File: config.mk
export PLATFORM = sky130hd
export DESIGN_NAME = region_address_translate_unit_flat
export DESIGN_NICKNAME = d
export VERILOG_FILES = /design/src/hw/rtl/rat_pkg.sv /design/src/hw/rtl/rat_if.sv /design/src/hw/rtl/rat_front.sv /design/src/hw/rtl/rat_back.sv /design/src/hw/rtl/region_address_translate_unit.sv /design/src/flat_wrapper.sv
export SDC_FILE = /design/constraint.sdc
export NUM_CORES = 2
export LEC_CHECK = 0
export ABC_CLOCK_PERIOD_IN_PS = 9370
export BUFFER_PORTS_ARGS = -buffer_cell sky130_fd_sc_hd__buf_2
export CAP_MARGIN = 20
export CORE_ASPECT_RATIO = 0.8
export CORE_MARGIN = 2
export CORE_UTILIZATION = 45
export DETAILED_ROUTE_END_ITERATION = 12
export HOLD_SLACK_MARGIN = 0.08
export PLACE_DENSITY = 0.63
export SETUP_SLACK_MARGIN = 0.15
export SYNTH_ARGS = -nofsm -noshare
export SYNTH_HDL_FRONTEND = slang
export SYNTH_SLANG_ARGS = --single-unit
File: constraint.sdc
create_clock -name clk_i -period 9.37 [get_ports clk_i]
set_input_delay 0.937 -clock clk_i [delete_from_list [all_inputs] [get_ports clk_i]]
set_output_delay 0.937 -clock clk_i [all_outputs]
set_load 0.01 [all_outputs]
File: src/hw/rtl/rat_pkg.sv
`default_nettype none
package rat_pkg;

  localparam int unsigned MAX_REGIONS = 16;
  localparam int unsigned IDX_W = (MAX_REGIONS > 1) ? $clog2(MAX_REGIONS) : 1;
  localparam int unsigned CNT_W = $clog2(MAX_REGIONS + 1);
  localparam int unsigned AW    = 32;
  localparam int unsigned EIW   = 4;
  localparam int unsigned ARW   = 5;

  typedef enum logic {
    OP_WRITE  = 1'b0,
    OP_LOOKUP = 1'b1
  } op_e;

  typedef struct packed {
    op_e             op;
    logic [EIW-1:0]  idx;
    logic [AW-1:0]   base;
    logic [AW-1:0]   size;
    logic [AW-1:0]   offset;
    logic [AW-1:0]   addr;
  } req_t;

  typedef struct packed {
    logic [AW-1:0] base;
    logic [AW-1:0] size;
    logic [AW-1:0] offset;
  } entry_t;

endpackage
`default_nettype wire

File: src/hw/rtl/rat_if.sv
`default_nettype none
interface rat_in_if;
  logic        valid;
  logic        ready;
  logic        action;
  logic [3:0]  entry_index;
  logic [31:0] entry_base;
  logic [31:0] entry_size;
  logic [31:0] entry_file_offset;
  logic [31:0] address;

  modport source (output valid, action, entry_index, entry_base, entry_size,
                  entry_file_offset, address, input ready);
  modport sink   (input valid, action, entry_index, entry_base, entry_size,
                  entry_file_offset, address, output ready);
endinterface

interface rat_out_if;
  logic        valid;
  logic        ready;
  logic [31:0] file_offset;
  logic        hit;

  modport source (output valid, file_offset, hit, input ready);
  modport sink   (input valid, file_offset, hit, output ready);
endinterface

interface rat_cfg_if;
  logic       valid;
  logic       ready;
  logic [4:0] data;

  modport source (output valid, data, input ready);
  modport sink   (input valid, data, output ready);
endinterface
`default_nettype wire

File: src/hw/rtl/rat_front.sv
`default_nettype none
module rat_front (
  input  wire logic          clk_i,
  input  wire logic          rst_ni,
  rat_in_if.sink             in_chan,
  output rat_pkg::req_t      q_item_o,
  output logic               q_valid_o,
  input  wire logic          q_pop_i
);
  import rat_pkg::*;

  // two-entry request queue toward the table engine
  req_t       fifo_q [2];
  logic       wr_ptr_q, wr_ptr_d;
  logic       rd_ptr_q, rd_ptr_d;
  logic [1:0] count_q, count_d;
  logic       push, pop;
  req_t       req;

  always_comb begin
    req.op     = in_chan.action ? OP_LOOKUP : OP_WRITE;
    req.idx    = in_chan.entry_index;
    req.base   = in_chan.entry_base;
    req.size   = in_chan.entry_size;
    req.offset = in_chan.entry_file_offset;
    req.addr   = in_chan.address;
  end

  assign in_chan.ready = (count_q != 2'd2);
  assign push          = in_chan.valid && in_chan.ready;
  assign q_valid_o     = (count_q != 2'd0);
  assign pop           = q_pop_i && q_valid_o;
  assign q_item_o      = fifo_q[rd_ptr_q];

  always_comb begin
    wr_ptr_d = push ? ~wr_ptr_q : wr_ptr_q;
    rd_ptr_d = pop ? ~rd_ptr_q : rd_ptr_q;
    count_d  = count_q;
    if (push && !pop) begin
      count_d = count_q + 2'd1;
    end else if (pop && !push) begin
      count_d = count_q - 2'd1;
    end
  end

  always_ff @(posedge clk_i or negedge rst_ni) begin
    if (!rst_ni) begin
      wr_ptr_q <= 1'b0;
      rd_ptr_q <= 1'b0;
      count_q  <= 2'd0;
    end else begin
      wr_ptr_q <= wr_ptr_d;
      rd_ptr_q <= rd_ptr_d;
      count_q  <= count_d;
    end
  end

  always_ff @(posedge clk_i) begin
    if (push) begin
      fifo_q[wr_ptr_q] <= req;
    end
  end

endmodule
`default_nettype wire

File: src/hw/rtl/rat_back.sv
`default_nettype none
module rat_back (
  input  wire logic          clk_i,
  input  wire logic          rst_ni,
  input  wire rat_pkg::req_t q_item_i,
  input  wire logic          q_valid_i,
  output logic               q_pop_o,
  rat_cfg_if.sink            cfg_chan,
  rat_out_if.source          out_chan
);
  import rat_pkg::*;

  localparam logic [1:0] ST_IDLE = 2'd0;
  localparam logic [1:0] ST_SCAN = 2'd1;
  localparam logic [1:0] ST_DONE = 2'd2;

  entry_t             mem_q [MAX_REGIONS];
  entry_t             rdata_q;
  logic [1:0]         state_q, state_d;
  logic [ARW-1:0]     active_q;
  logic [AW-1:0]      addr_q;
  logic [CNT_W-1:0]   lim_q, lim_d;
  logic [CNT_W-1:0]   rd_cnt_q;
  logic               rvalid_q, rlast_q;
  logic               res_hit_q;
  logic [AW-1:0]      diff_q, off_q;
  logic               ovalid_q;
  logic [AW-1:0]      ofs_q;
  logic               ohit_q;
  logic               wr_en, rd_en, match, out_free;
  logic [AW-1:0]      end_addr;

  assign cfg_chan.ready = 1'b1;

  always_ff @(posedge clk_i or negedge rst_ni) begin
    if (!rst_ni) begin
      active_q <= '0;
    end else if (cfg_chan.valid) begin
      active_q <= cfg_chan.data;
    end
  end

  // scan length saturates at the table depth
  always_comb begin
    if (32'(active_q) > 32'(MAX_REGIONS)) begin
      lim_d = CNT_W'(MAX_REGIONS);
    end else begin
      lim_d = CNT_W'(active_q);
    end
  end

  assign q_pop_o  = (state_q == ST_IDLE) && q_valid_i;
  assign wr_en    = q_pop_o && (q_item_i.op == OP_WRITE) &&
                    (32'(q_item_i.idx) < 32'(MAX_REGIONS));
  assign end_addr = rdata_q.base + rdata_q.size;
  assign match    = rvalid_q && (rdata_q.base <= addr_q) && (end_addr > addr_q);
  assign rd_en    = (state_q == ST_SCAN) && (rd_cnt_q < lim_q) && !match;
  assign out_free = !ovalid_q || out_chan.ready;

  always_ff @(posedge clk_i) begin
    if (wr_en) begin
      mem_q[IDX_W'(q_item_i.idx)] <= '{base:   q_item_i.base,
                                       size:   q_item_i.size,
                                       offset: q_item_i.offset};
    end
    if (rd_en) begin
      rdata_q <= mem_q[IDX_W'(rd_cnt_q)];
    end
  end

  always_comb begin
    state_d = state_q;
    unique case (state_q)
      ST_IDLE: begin
        if (q_pop_o && (q_item_i.op == OP_LOOKUP)) begin
          state_d = (lim_d == '0) ? ST_DONE : ST_SCAN;
        end
      end
      ST_SCAN: begin
        if (match || (rvalid_q && rlast_q)) begin
          state_d = ST_DONE;
        end
      end
      ST_DONE: begin
        if (out_free) begin
          state_d = ST_IDLE;
        end
      end
      default: state_d = ST_IDLE;
    endcase
  end

  always_ff @(posedge clk_i or negedge rst_ni) begin
    if (!rst_ni) begin
      state_q   <= ST_IDLE;
      lim_q     <= '0;
      rd_cnt_q  <= '0;
      rvalid_q  <= 1'b0;
      rlast_q   <= 1'b0;
      res_hit_q <= 1'b0;
      ovalid_q  <= 1'b0;
    end else begin
      state_q <= state_d;
      if (state_q == ST_IDLE) begin
        lim_q     <= lim_d;
        rd_cnt_q  <= '0;
        rvalid_q  <= 1'b0;
        res_hit_q <= 1'b0;
      end else if (state_q == ST_SCAN) begin
        rvalid_q <= rd_en;
        if (rd_en) begin
          rd_cnt_q <= rd_cnt_q + CNT_W'(1);
          rlast_q  <= (rd_cnt_q == lim_q - CNT_W'(1));
        end
        if (match) begin
          res_hit_q <= 1'b1;
        end
      end
      if ((state_q == ST_DONE) && out_free) begin
        ovalid_q <= 1'b1;
      end else if (out_chan.ready) begin
        ovalid_q <= 1'b0;
      end
    end
  end

  always_ff @(posedge clk_i) begin
    if (state_q == ST_IDLE) begin
      addr_q <= q_item_i.addr;
    end
    if (match) begin
      diff_q <= addr_q - rdata_q.base;
      off_q  <= rdata_q.offset;
    end
    if ((state_q == ST_DONE) && out_free) begin
      ofs_q  <= res_hit_q ? (diff_q + off_q) : '0;
      ohit_q <= res_hit_q;
    end
  end

  assign out_chan.valid       = ovalid_q;
  assign out_chan.file_offset = ofs_q;
  assign out_chan.hit         = ohit_q;

endmodule
`default_nettype wire

File: src/hw/rtl/region_address_translate_unit.sv
`default_nettype none
// channel   dir  payload                                           handshake
// in_chan   in   action, entry_index, entry_base/size/file_offset, valid/ready
//                address
// out_chan  out  file_offset, hit                                  valid/ready
// cfg_chan  in   data (active_regions)                             valid/ready
//
// A write request lands in the table when the engine takes it from the queue; a
// lookup result is set by the scan, which reads one entry per cycle over the
// table's single read port and stops at the first matching entry.
// A two-deep request queue lets input accept while the engine scans; the
// output register frees the engine while a result waits for ready.
// Reset clears the queue, the engine and active_regions; table contents stay
// undefined until written.
module region_address_translate_unit (
  input  wire logic clk_i,
  input  wire logic rst_ni,
  rat_in_if.sink    in_chan,
  rat_out_if.source out_chan,
  rat_cfg_if.sink   cfg_chan
);
  import rat_pkg::*;

  req_t q_item;
  logic q_valid;
  logic q_pop;

  rat_front u_front (
    .clk_i     (clk_i),
    .rst_ni    (rst_ni),
    .in_chan   (in_chan),
    .q_item_o  (q_item),
    .q_valid_o (q_valid),
    .q_pop_i   (q_pop)
  );

  rat_back u_back (
    .clk_i     (clk_i),
    .rst_ni    (rst_ni),
    .q_item_i  (q_item),
    .q_valid_i (q_valid),
    .q_pop_o   (q_pop),
    .cfg_chan  (cfg_chan),
    .out_chan  (out_chan)
  );

endmodule
`default_nettype wire
File: src/flat_wrapper.sv
// flat-port wrapper written by rule: the top's interface ports become plain ports
module region_address_translate_unit_flat import rat_pkg::*;
  (clk_i, rst_ni, in_chan_valid, in_chan_action, in_chan_entry_index, in_chan_entry_base, in_chan_entry_size, in_chan_entry_file_offset, in_chan_address, in_chan_ready, out_chan_valid, out_chan_file_offset, out_chan_hit, out_chan_ready, cfg_chan_valid, cfg_chan_data, cfg_chan_ready);
  rat_in_if in_chan_i ();
  rat_out_if out_chan_i ();
  rat_cfg_if cfg_chan_i ();
  input  wire logic clk_i;
  input  wire logic rst_ni;
  input wire logic [$bits(in_chan_i.valid)-1:0] in_chan_valid;
  input wire logic [$bits(in_chan_i.action)-1:0] in_chan_action;
  input wire logic [$bits(in_chan_i.entry_index)-1:0] in_chan_entry_index;
  input wire logic [$bits(in_chan_i.entry_base)-1:0] in_chan_entry_base;
  input wire logic [$bits(in_chan_i.entry_size)-1:0] in_chan_entry_size;
  input wire logic [$bits(in_chan_i.entry_file_offset)-1:0] in_chan_entry_file_offset;
  input wire logic [$bits(in_chan_i.address)-1:0] in_chan_address;
  output wire logic [$bits(in_chan_i.ready)-1:0] in_chan_ready;
  output wire logic [$bits(out_chan_i.valid)-1:0] out_chan_valid;
  output wire logic [$bits(out_chan_i.file_offset)-1:0] out_chan_file_offset;
  output wire logic [$bits(out_chan_i.hit)-1:0] out_chan_hit;
  input wire logic [$bits(out_chan_i.ready)-1:0] out_chan_ready;
  input wire logic [$bits(cfg_chan_i.valid)-1:0] cfg_chan_valid;
  input wire logic [$bits(cfg_chan_i.data)-1:0] cfg_chan_data;
  output wire logic [$bits(cfg_chan_i.ready)-1:0] cfg_chan_ready;
  assign in_chan_i.valid = in_chan_valid;
  assign in_chan_i.action = in_chan_action;
  assign in_chan_i.entry_index = in_chan_entry_index;
  assign in_chan_i.entry_base = in_chan_entry_base;
  assign in_chan_i.entry_size = in_chan_entry_size;
  assign in_chan_i.entry_file_offset = in_chan_entry_file_offset;
  assign in_chan_i.address = in_chan_address;
  assign in_chan_ready = in_chan_i.ready;
  assign out_chan_valid = out_chan_i.valid;
  assign out_chan_file_offset = out_chan_i.file_offset;
  assign out_chan_hit = out_chan_i.hit;
  assign out_chan_i.ready = out_chan_ready;
  assign cfg_chan_i.valid = cfg_chan_valid;
  assign cfg_chan_i.data = cfg_chan_data;
  assign cfg_chan_ready = cfg_chan_i.ready;
  region_address_translate_unit u_core (.clk_i(clk_i), .rst_ni(rst_ni), .in_chan(in_chan_i), .out_chan(out_chan_i), .cfg_chan(cfg_chan_i));
endmodule
# Yosys cells after proc, flatten, opt, wreduce, memory -nomap -nowiden
# Memories as Yosys holds them, arrays and structs flattened. A register that Yosys moved wholly into a read port is not among the register bits.
# Cells that the tools add are included.
dict set report word_totals {
  n_memories 2
  ramBits 1802
  inputBits 143
  reg_bits 154
  output_inout_bits 36
}
# memory words word_bits rd rd_ports_with_merged_regs write_ports line_no
set memory_table {}
lappend memory_table {u_core.u_back.mem_q 16 96 1 1 1 rat_back.sv:17} ;# entry_t mem_q [MAX_REGIONS];
lappend memory_table {u_core.u_front.fifo_q 2 133 1 0 1 rat_front.sv:13} ;# req_t fifo_q [2];
dict set report classes {
  muxes 23
  reduce_logical 31
  eq_ne 7
  bitwise 4
  add_sub_neg 7
  magnitude_cmp 4
}
# cell n
set ops {}
lappend ops {{adder 32 bit} 2}
lappend ops {{> comparator 32 bit} 1}
lappend ops {{less-or-equal comparator 32 bit} 1}
lappend ops {{subtractor 32 bit} 1}
lappend ops {{two-way mux 5 bit} 4}
lappend ops {{logical AND 1 bit} 13}
lappend ops {{two-way mux 1 bit} 12}
lappend ops {{two-way mux 2 bit} 6}
lappend ops {{nonzero test 2 bit} 6}
lappend ops {{!= test 2 bit, second input constant} 3}
lappend ops {{case mux 2 bit (3 select lines)} 1}
lappend ops {{AND reduction 3 bit} 2}
lappend ops {{adder 5 x 1 -> 5 bit, second input constant} 1}
lappend ops {{== test 5 bit} 1}
lappend ops {{> comparator 5 bit, second input constant} 1}
lappend ops {{zero test 5 bit} 1}
lappend ops {{< comparator 5 bit} 1}
lappend ops {{subtractor 5 x 1 -> 5 bit, second input constant} 1}
lappend ops {{zero test 1 bit} 4}
lappend ops {{inverter 1 bit} 4}
lappend ops {{AND reduction 2 bit} 2}
lappend ops {{adder 2 x 1 -> 2 bit, second input constant} 1}
lappend ops {{== test 2 x 1 -> 1 bit, second input constant} 1}
lappend ops {{== test 2 bit, second input constant} 1}
lappend ops {{4 further kinds} 5}

# Longest topological paths before layout
dict set report logic_depth {
  word_depth 8
  mapped_depth 21
  mapped_depth_nobuf 20
}

# Modules after synthesis
# From an unflattened synthesis, not the netlist that was laid out.
dict set report hier_totals {
  cells_unflattened 3785
  hier_area_um2 81408.1
}
# mod area_each_um2 seq_area_each_um2 cells_per_inst instances
set by_module_without_submodules {}
lappend by_module_without_submodules {rat_back 71378.5 53406.2 3353 1}
lappend by_module_without_submodules {rat_front 10029.6 8087.8 432 1}

# Worst setup path before layout
# No wires, ideal clock.
dict set report synth_path {
  path_type {input-to-reg}
  startpoint {input port in_chan_valid}
  endpoint {memory u_core.u_front.fifo_q[0][0] in the netlist's numbering (enable)}
  path_slack_ns 2.190
  arrival_time_ns 6.553
  setup_ns 0.627
  path_buffers 0
  stages 2
  t_required_ns 8.743
  cell_sequence {nand2_1 > nor2_1}
}
dict set report synth_between {
  elab_chain_len 3
}
# element line_no
set synth_rtl {}
lappend synth_rtl {{from (decl)} flat_wrapper.sv:9} ;# input wire logic [$bits(in_chan_i.valid)-1:0] in_chan_valid;
lappend synth_rtl {{logical AND 1 bit} rat_front.sv:30} ;# assign push = in_chan.valid && in_chan.ready;
lappend synth_rtl {{two-way mux 1 bit} rat_front.sv:59} ;# if (push) begin
lappend synth_rtl {{two-way mux 1 bit (not written as such)} rat_front.sv:60} ;# fifo_q[wr_ptr_q] <= req;
lappend synth_rtl {{to (decl)} rat_front.sv:13}
# Every way passes these cells.

# Worst setup path after layout
dict set report layout_path {
  startpoint {register u_core.u_back.rdata_q[70] (netlist name)}
  endpoint {register u_core.u_back.rdata_q[32] (netlist name)}
}
dict set report layout_between {
  elab_chain_len 5
}
# element line_no
set layout_rtl {}
lappend layout_rtl {{adder 32 bit or less-or-equal comparator 32 bit (tied branches)} {rat_back.sv:55, rat_back.sv:56}}
lappend layout_rtl {{> comparator 32 bit or logical AND 1 bit (tied branches)} rat_back.sv:56} ;# assign match = rvalid_q && (rdata_q.base <= addr_q) && (end_addr > addr_q);
lappend layout_rtl {{logical AND 1 bit (*)} rat_back.sv:56}
lappend layout_rtl {{zero test 1 bit (*)} rat_back.sv:57} ;# assign rd_en = (state_q == ST_SCAN) && (rd_cnt_q < lim_q) && !match;
lappend layout_rtl {{logical AND 1 bit (*)} rat_back.sv:57}
# Every way passes the cells marked *; elsewhere a longest branch is shown, timed or not.
# A chain may end at the register's enable or synchronous reset.

==> qor.log <==
qor: cells_and_area.area_growth 12.9%
qor: worst_setup_path.cp_num_cells 18
qor: pwr.power_switching 10.2 mW
qor: global_routing.grt_max_degree 131
qor: synth.synth_cell_types 83
qor: route.remaining_antenna_violation_count 0
qor: synth.mappedNetlistArea 81,200 um2
qor: outcome.status complete, no violations
qor: worst_setup_path.cp.required 9.81 ns
qor: flow_run.max_cap_viol_count 0
qor: pwr.clockPowerShare 0.249
qor: worst_setup_path.critical_path_buf_inv_count 2
qor: worst_setup_path.nature_of_the_critical_path_startpoint register
qor: timing.timing.final.crit_share 0.697
qor: pwr.power-per-cell-area 342 nW/um2
qor: global_routing.grt_antenna_before_repair 21
qor: cts.cts_tree built
qor: synth.ys_seq_area_frac 0.758
qor: worst_setup_path.cp.arrival 6.97 ns
qor: worst_setup_path.cpPeakStageDelay 0.64 ns
qor: worst_setup_path.timing.critical_path.cells ha_1 > and3_1 > and2_1 > nand2_1 > o21a_1 > o21ai_0 > a31oi_1 > and4b_1 > or3_1 > ha_1 > nand4_1 > or4_1 > o21ai_0 > inv_1 > a22oi_2 > and2b_1 > or2_4 > buf_4
qor: cts.cts_max_path_buffers 3
qor: synth.synth_largest_area_cell sky130_fd_sc_hd__edfxtp_1
qor: timing.timing.final.setup_violations 0
qor: cts.cts.clk_slew.worst_paths 0.06 ns
qor: timing.final.min_clock_period 6.53 ns
qor: floorplan.chipHeight 384 um
qor: synth.syn-num-nets 4,078
qor: place.pre_cts_ws 2.83 ns
qor: synth.most_area_consuming_cells_after_synthesis sky130_fd_sc_hd__edfxtp_1 (75%), sky130_fd_sc_hd__mux4_2 (13%), sky130_fd_sc_hd__ha_1 (2.1%)
qor: cts.tritoncts.num_buffers 196
qor: hold_path.worstHoldPathType in -> async
qor: synth.postSynthRegisterBits 2,052
qor: timing.timing.final.max_slew_violations 0
qor: synth.yosys_warnings 0
qor: place.io_buffer_count 177
qor: timing.finalClockSkew 0.0413 ns
qor: global_routing.grt_pass1_wl 273,000 um
qor: pwr.p_leak 29.8 nW
qor: floorplan.io-pin-count 179
qor: worst_setup_path.reg2reg_depth 18
qor: timing.slew_headroom 0.239
qor: synth.synth_cells 3,798
qor: floorplan.start_util 0.453
qor: synth.synth_area_per_cell 21.4 um2
qor: cts.post_cts.repair.setup_buffers 0
qor: synth.async_reset_ff_frac 0.0122
qor: place.gpl.final_weighted_congestion 0.876
qor: cts.clk_latency 0.84 ns
qor: route.overall_via_count_from_detail_route 38,500
qor: timing.fmaxAchievable 153 MHz
qor: synth.most_instantiated_library_cell_after_synthesis sky130_fd_sc_hd__edfxtp_1
qor: route.drt-vias-per-instance 5.78
qor: route.drc 0
qor: place.dp_hpwl 104,000 um
qor: worst_setup_path.crit_path_top_delay_cell sky130_fd_sc_hd__or2_4
qor: timing.tightestPinTransition 1.14 ns
qor: worst_setup_path.worstSetupEndpointType register
qor: cts.cts-root-buf sky130_fd_sc_hd__clkbuf_16
qor: timing.rsz0062_at_grt no
qor: timing.tightest_hold_margin 0.128 ns
qor: pwr.seq_power_share 0.418
qor: floorplan.placement_rows 139
qor: worst_setup_path.worst-r2r-setup-slack 2.84 ns
qor: timing.final.setup.tns 0 ns
qor: floorplan.die_area 184,000 um2
qor: pwr.vdd_ir_drop_max 363 uV
qor: synth.synth_edf_count 2,027
qor: synth.dominantRegCellSynth sky130_fd_sc_hd__edfxtp_1
qor: floorplan.core 179,000 um2
qor: cells_and_area.fin_nets 4,372
qor: global_routing.grt_use_total 0.205
qor: worst_setup_path.crit_path_max_fanout 52
qor: synth.yosys.area.top_type_share 0.750
qor: worst_setup_path.critPathKind reg -> reg
qor: cts.htree_num_levels 4
qor: cts.ctsHoldBuffers 0
qor: cts.post_cts_resized 0
qor: pwr.power_frac_comb 0.333
qor: route.drt_wl_total 188,000 um
qor: pwr.internal_power 21.2 mW
qor: global_routing.grt_overflow 0
qor: cts.cts.sinks 2,052
qor: synth.yosys-top-cells-count sky130_fd_sc_hd__edfxtp_1 (2,027), sky130_fd_sc_hd__mux4_2 (480), sky130_fd_sc_hd__ha_1 (134), sky130_fd_sc_hd__mux2_2 (134), sky130_fd_sc_hd__inv_1 (112)
qor: timing.worst_slack 2.84 ns
qor: cells_and_area.drive_above_1_share 0.278
qor: worst_setup_path.cp_top_family simple AND/OR/NAND/NOR gates
qor: pwr.switching_share 0.325
qor: floorplan.die_w 479 um
qor: cells_and_area.fill_cells 14,000
qor: route.drt_pass1_iterations 8
qor: route.drt-wirelength-per-cell 28.3 um
qor: timing.finalHoldViolCount 0
qor: route.dr.first_iter.drc_count 4,142
qor: global_routing.first_global_vias 38,900
[through the flow]
| stage | cell area, um2 | cells | power, mW | util |
|---|---|---|---|---|
| 6_report | 91600 | 6654 | 31.4 | 0.511 |
| 4_1_cts | 91600 | 6649 | 31.6 | 0.511 |
| 3_5_place_dp | 85200 | 6290 | 23.8 | 0.475 |
| 3_3_place_gp | 85200 | 6290 | 23.6 | 0.475 |
| 5_1_grt | 91600 | 6651 | 32.9 | 0.511 |
| 2_1_floorplan | 81200 | 3798 | 20.6 | - |
[layout make-up]
class,instances,area (um2),share of cell area
Clock buffer,231,5070,0.0553
Antenna cell,4,10.0,0.000109
Tap cell,2397,3000,0.0327
Timing Repair Buffer,239,1490,0.0163
Clock inverter,128,1260,0.0137
Inverter,113,432,0.00471
Multi-Input combinational cell,1490,18800,0.206
Sequential cell,2052,61500,0.671
[flip-flops by register name, summed over array words and instances (netlist names), 2 cells and up]
signal	flops
u_core.u_front.count_q	2
u_core.u_back.out_chan.file_offset	32
u_core.u_back.diff_q	32
u_core.u_back.rd_cnt_q	5
u_core.u_back.state_q	2
u_core.u_front.fifo_q	266
u_core.u_back.off_q	32
u_core.u_back.rdata_q	96
u_core.u_back.active_q	5
u_core.u_back.lim_q	5
u_core.u_back.addr_q	32
u_core.u_back.mem_q	1536
[logic make-up after synthesis]
group                      count (synthesis)  share of synthesized area
and+or+nand+nor                          340                     0.0215
muxes                                    624                      0.153
AOI/OAI and AO/OA                        313                     0.0261
buffers and inverters                    256                     0.0120
xor gates and xnor gates                  75                    0.00809
other                                      1                  0.0000462
adders and majority gates                137                     0.0214
DFF                                     2052                      0.758
[layout by cell type (no fill, tap or decap), types with 8 or more instances in the layout]
master,Yosys,routed
sky130_fd_sc_hd__buf_12,0,11
sky130_fd_sc_hd__buf_4,2,51
sky130_fd_sc_hd__xor2_1,29,29
sky130_fd_sc_hd__nor2_4,0,19
sky130_fd_sc_hd__or3_1,8,8
sky130_fd_sc_hd__inv_1,112,112
sky130_fd_sc_hd__buf_2,1,177
sky130_fd_sc_hd__nand2b_1,20,20
sky130_fd_sc_hd__xnor2_1,46,46
sky130_fd_sc_hd__nand3b_1,8,8
sky130_fd_sc_hd__and2_1,12,12
sky130_fd_sc_hd__nor2b_1,15,14
sky130_fd_sc_hd__nand2_1,71,71
sky130_fd_sc_hd__mux2_2,134,134
sky130_fd_sc_hd__o21a_1,24,24
sky130_fd_sc_hd__mux4_2,480,480
sky130_fd_sc_hd__ha_1,134,134
sky130_fd_sc_hd__nor3_1,27,27
sky130_fd_sc_hd__dfrtp_1,25,21
sky130_fd_sc_hd__clkinv_1,0,47
sky130_fd_sc_hd__nor2_1,83,64
sky130_fd_sc_hd__a21o_1,39,39
sky130_fd_sc_hd__clkbuf_1,103,33
sky130_fd_sc_hd__nand4_1,17,17
sky130_fd_sc_hd__clkinvlp_4,0,11
sky130_fd_sc_hd__nor3b_1,11,11
sky130_fd_sc_hd__bufinv_16,0,19
sky130_fd_sc_hd__o21ai_0,61,61
sky130_fd_sc_hd__clkbuf_16,0,197
sky130_fd_sc_hd__mux2i_1,10,10
sky130_fd_sc_hd__a21oi_1,79,79
sky130_fd_sc_hd__and3_1,14,13
sky130_fd_sc_hd__clkinv_2,0,35
sky130_fd_sc_hd__edfxtp_1,2027,2027
sky130_fd_sc_hd__nand3_1,25,25
sky130_fd_sc_hd__a31oi_1,11,11
sky130_fd_sc_hd__o211ai_1,12,12
[worst register-to-register path, stage by stage (launching register included)]
cell                       delay (ns)
sky130_fd_sc_hd__edfxtp_1        0.40
sky130_fd_sc_hd__ha_1            0.40
sky130_fd_sc_hd__and3_1          0.21
sky130_fd_sc_hd__and2_1          0.16
sky130_fd_sc_hd__nand2_1         0.07
sky130_fd_sc_hd__o21a_1          0.24
sky130_fd_sc_hd__o21ai_0         0.54
sky130_fd_sc_hd__a31oi_1         0.31
sky130_fd_sc_hd__and4b_1         0.27
sky130_fd_sc_hd__or3_1           0.38
sky130_fd_sc_hd__ha_1            0.31
sky130_fd_sc_hd__nand4_1         0.13
sky130_fd_sc_hd__or4_1           0.44
sky130_fd_sc_hd__o21ai_0         0.24
sky130_fd_sc_hd__inv_1           0.08
sky130_fd_sc_hd__a22oi_2         0.40
sky130_fd_sc_hd__and2b_1         0.27
sky130_fd_sc_hd__or2_4           0.64
sky130_fd_sc_hd__buf_4           0.65
[power groups by stage]
| stage | combinational [mW] | sequential (mW) | clock (mW) |
|---|---|---|---|
| after floorplan | 7.54 | 13.0 | 0 |
| after global placement | 10.4 | 13.3 | 0 |
| after detailed placement | 10.5 | 13.3 | 0 |
| after CTS | 10.5 | 13.1 | 7.98 |
| after global routing | 11.4 | 13.2 | 8.32 |
| final | 10.4 | 13.1 | 7.81 |
[worst paths after layout]
kind / from / endpoint
min in group clk_i: in_chan_entry_base[19] / u_core.u_front.fifo_q[0][115]$_DFFE_PP_
min: rst_ni / u_core.u_back.active_q[0]$_DFFE_PN0P_
max reg2reg: u_core.u_back.rdata_q[70]$_DFFE_PP_ / u_core.u_back.rdata_q[32]$_DFFE_PP_
min reg2reg: u_core.u_back.rdata_q[28]$_DFFE_PP_ / u_core.u_back.off_q[28]$_DFFE_PP_
max: u_core.u_back.rdata_q[70]$_DFFE_PP_ / u_core.u_back.rdata_q[32]$_DFFE_PP_
max in group asynchronous: rst_ni / u_core.u_front.rd_ptr_q$_DFFE_PN0P_
[per-layer routing]
| metal | share of wire | routed length, um | track usage |
|---|---|---|---|
| met1 | 0.43 | 81200 | 0.295 |
| met2 | 0.48 | 91200 | 0.331 |
| met3 | 0.066 | 12400 | 0.0354 |
| met4 | 0.019 | 3550 | 0.0460 |
| met5 | 0.00011 | 20 | 0 |
No activity file was read; power rests on OpenSTA's default activity.
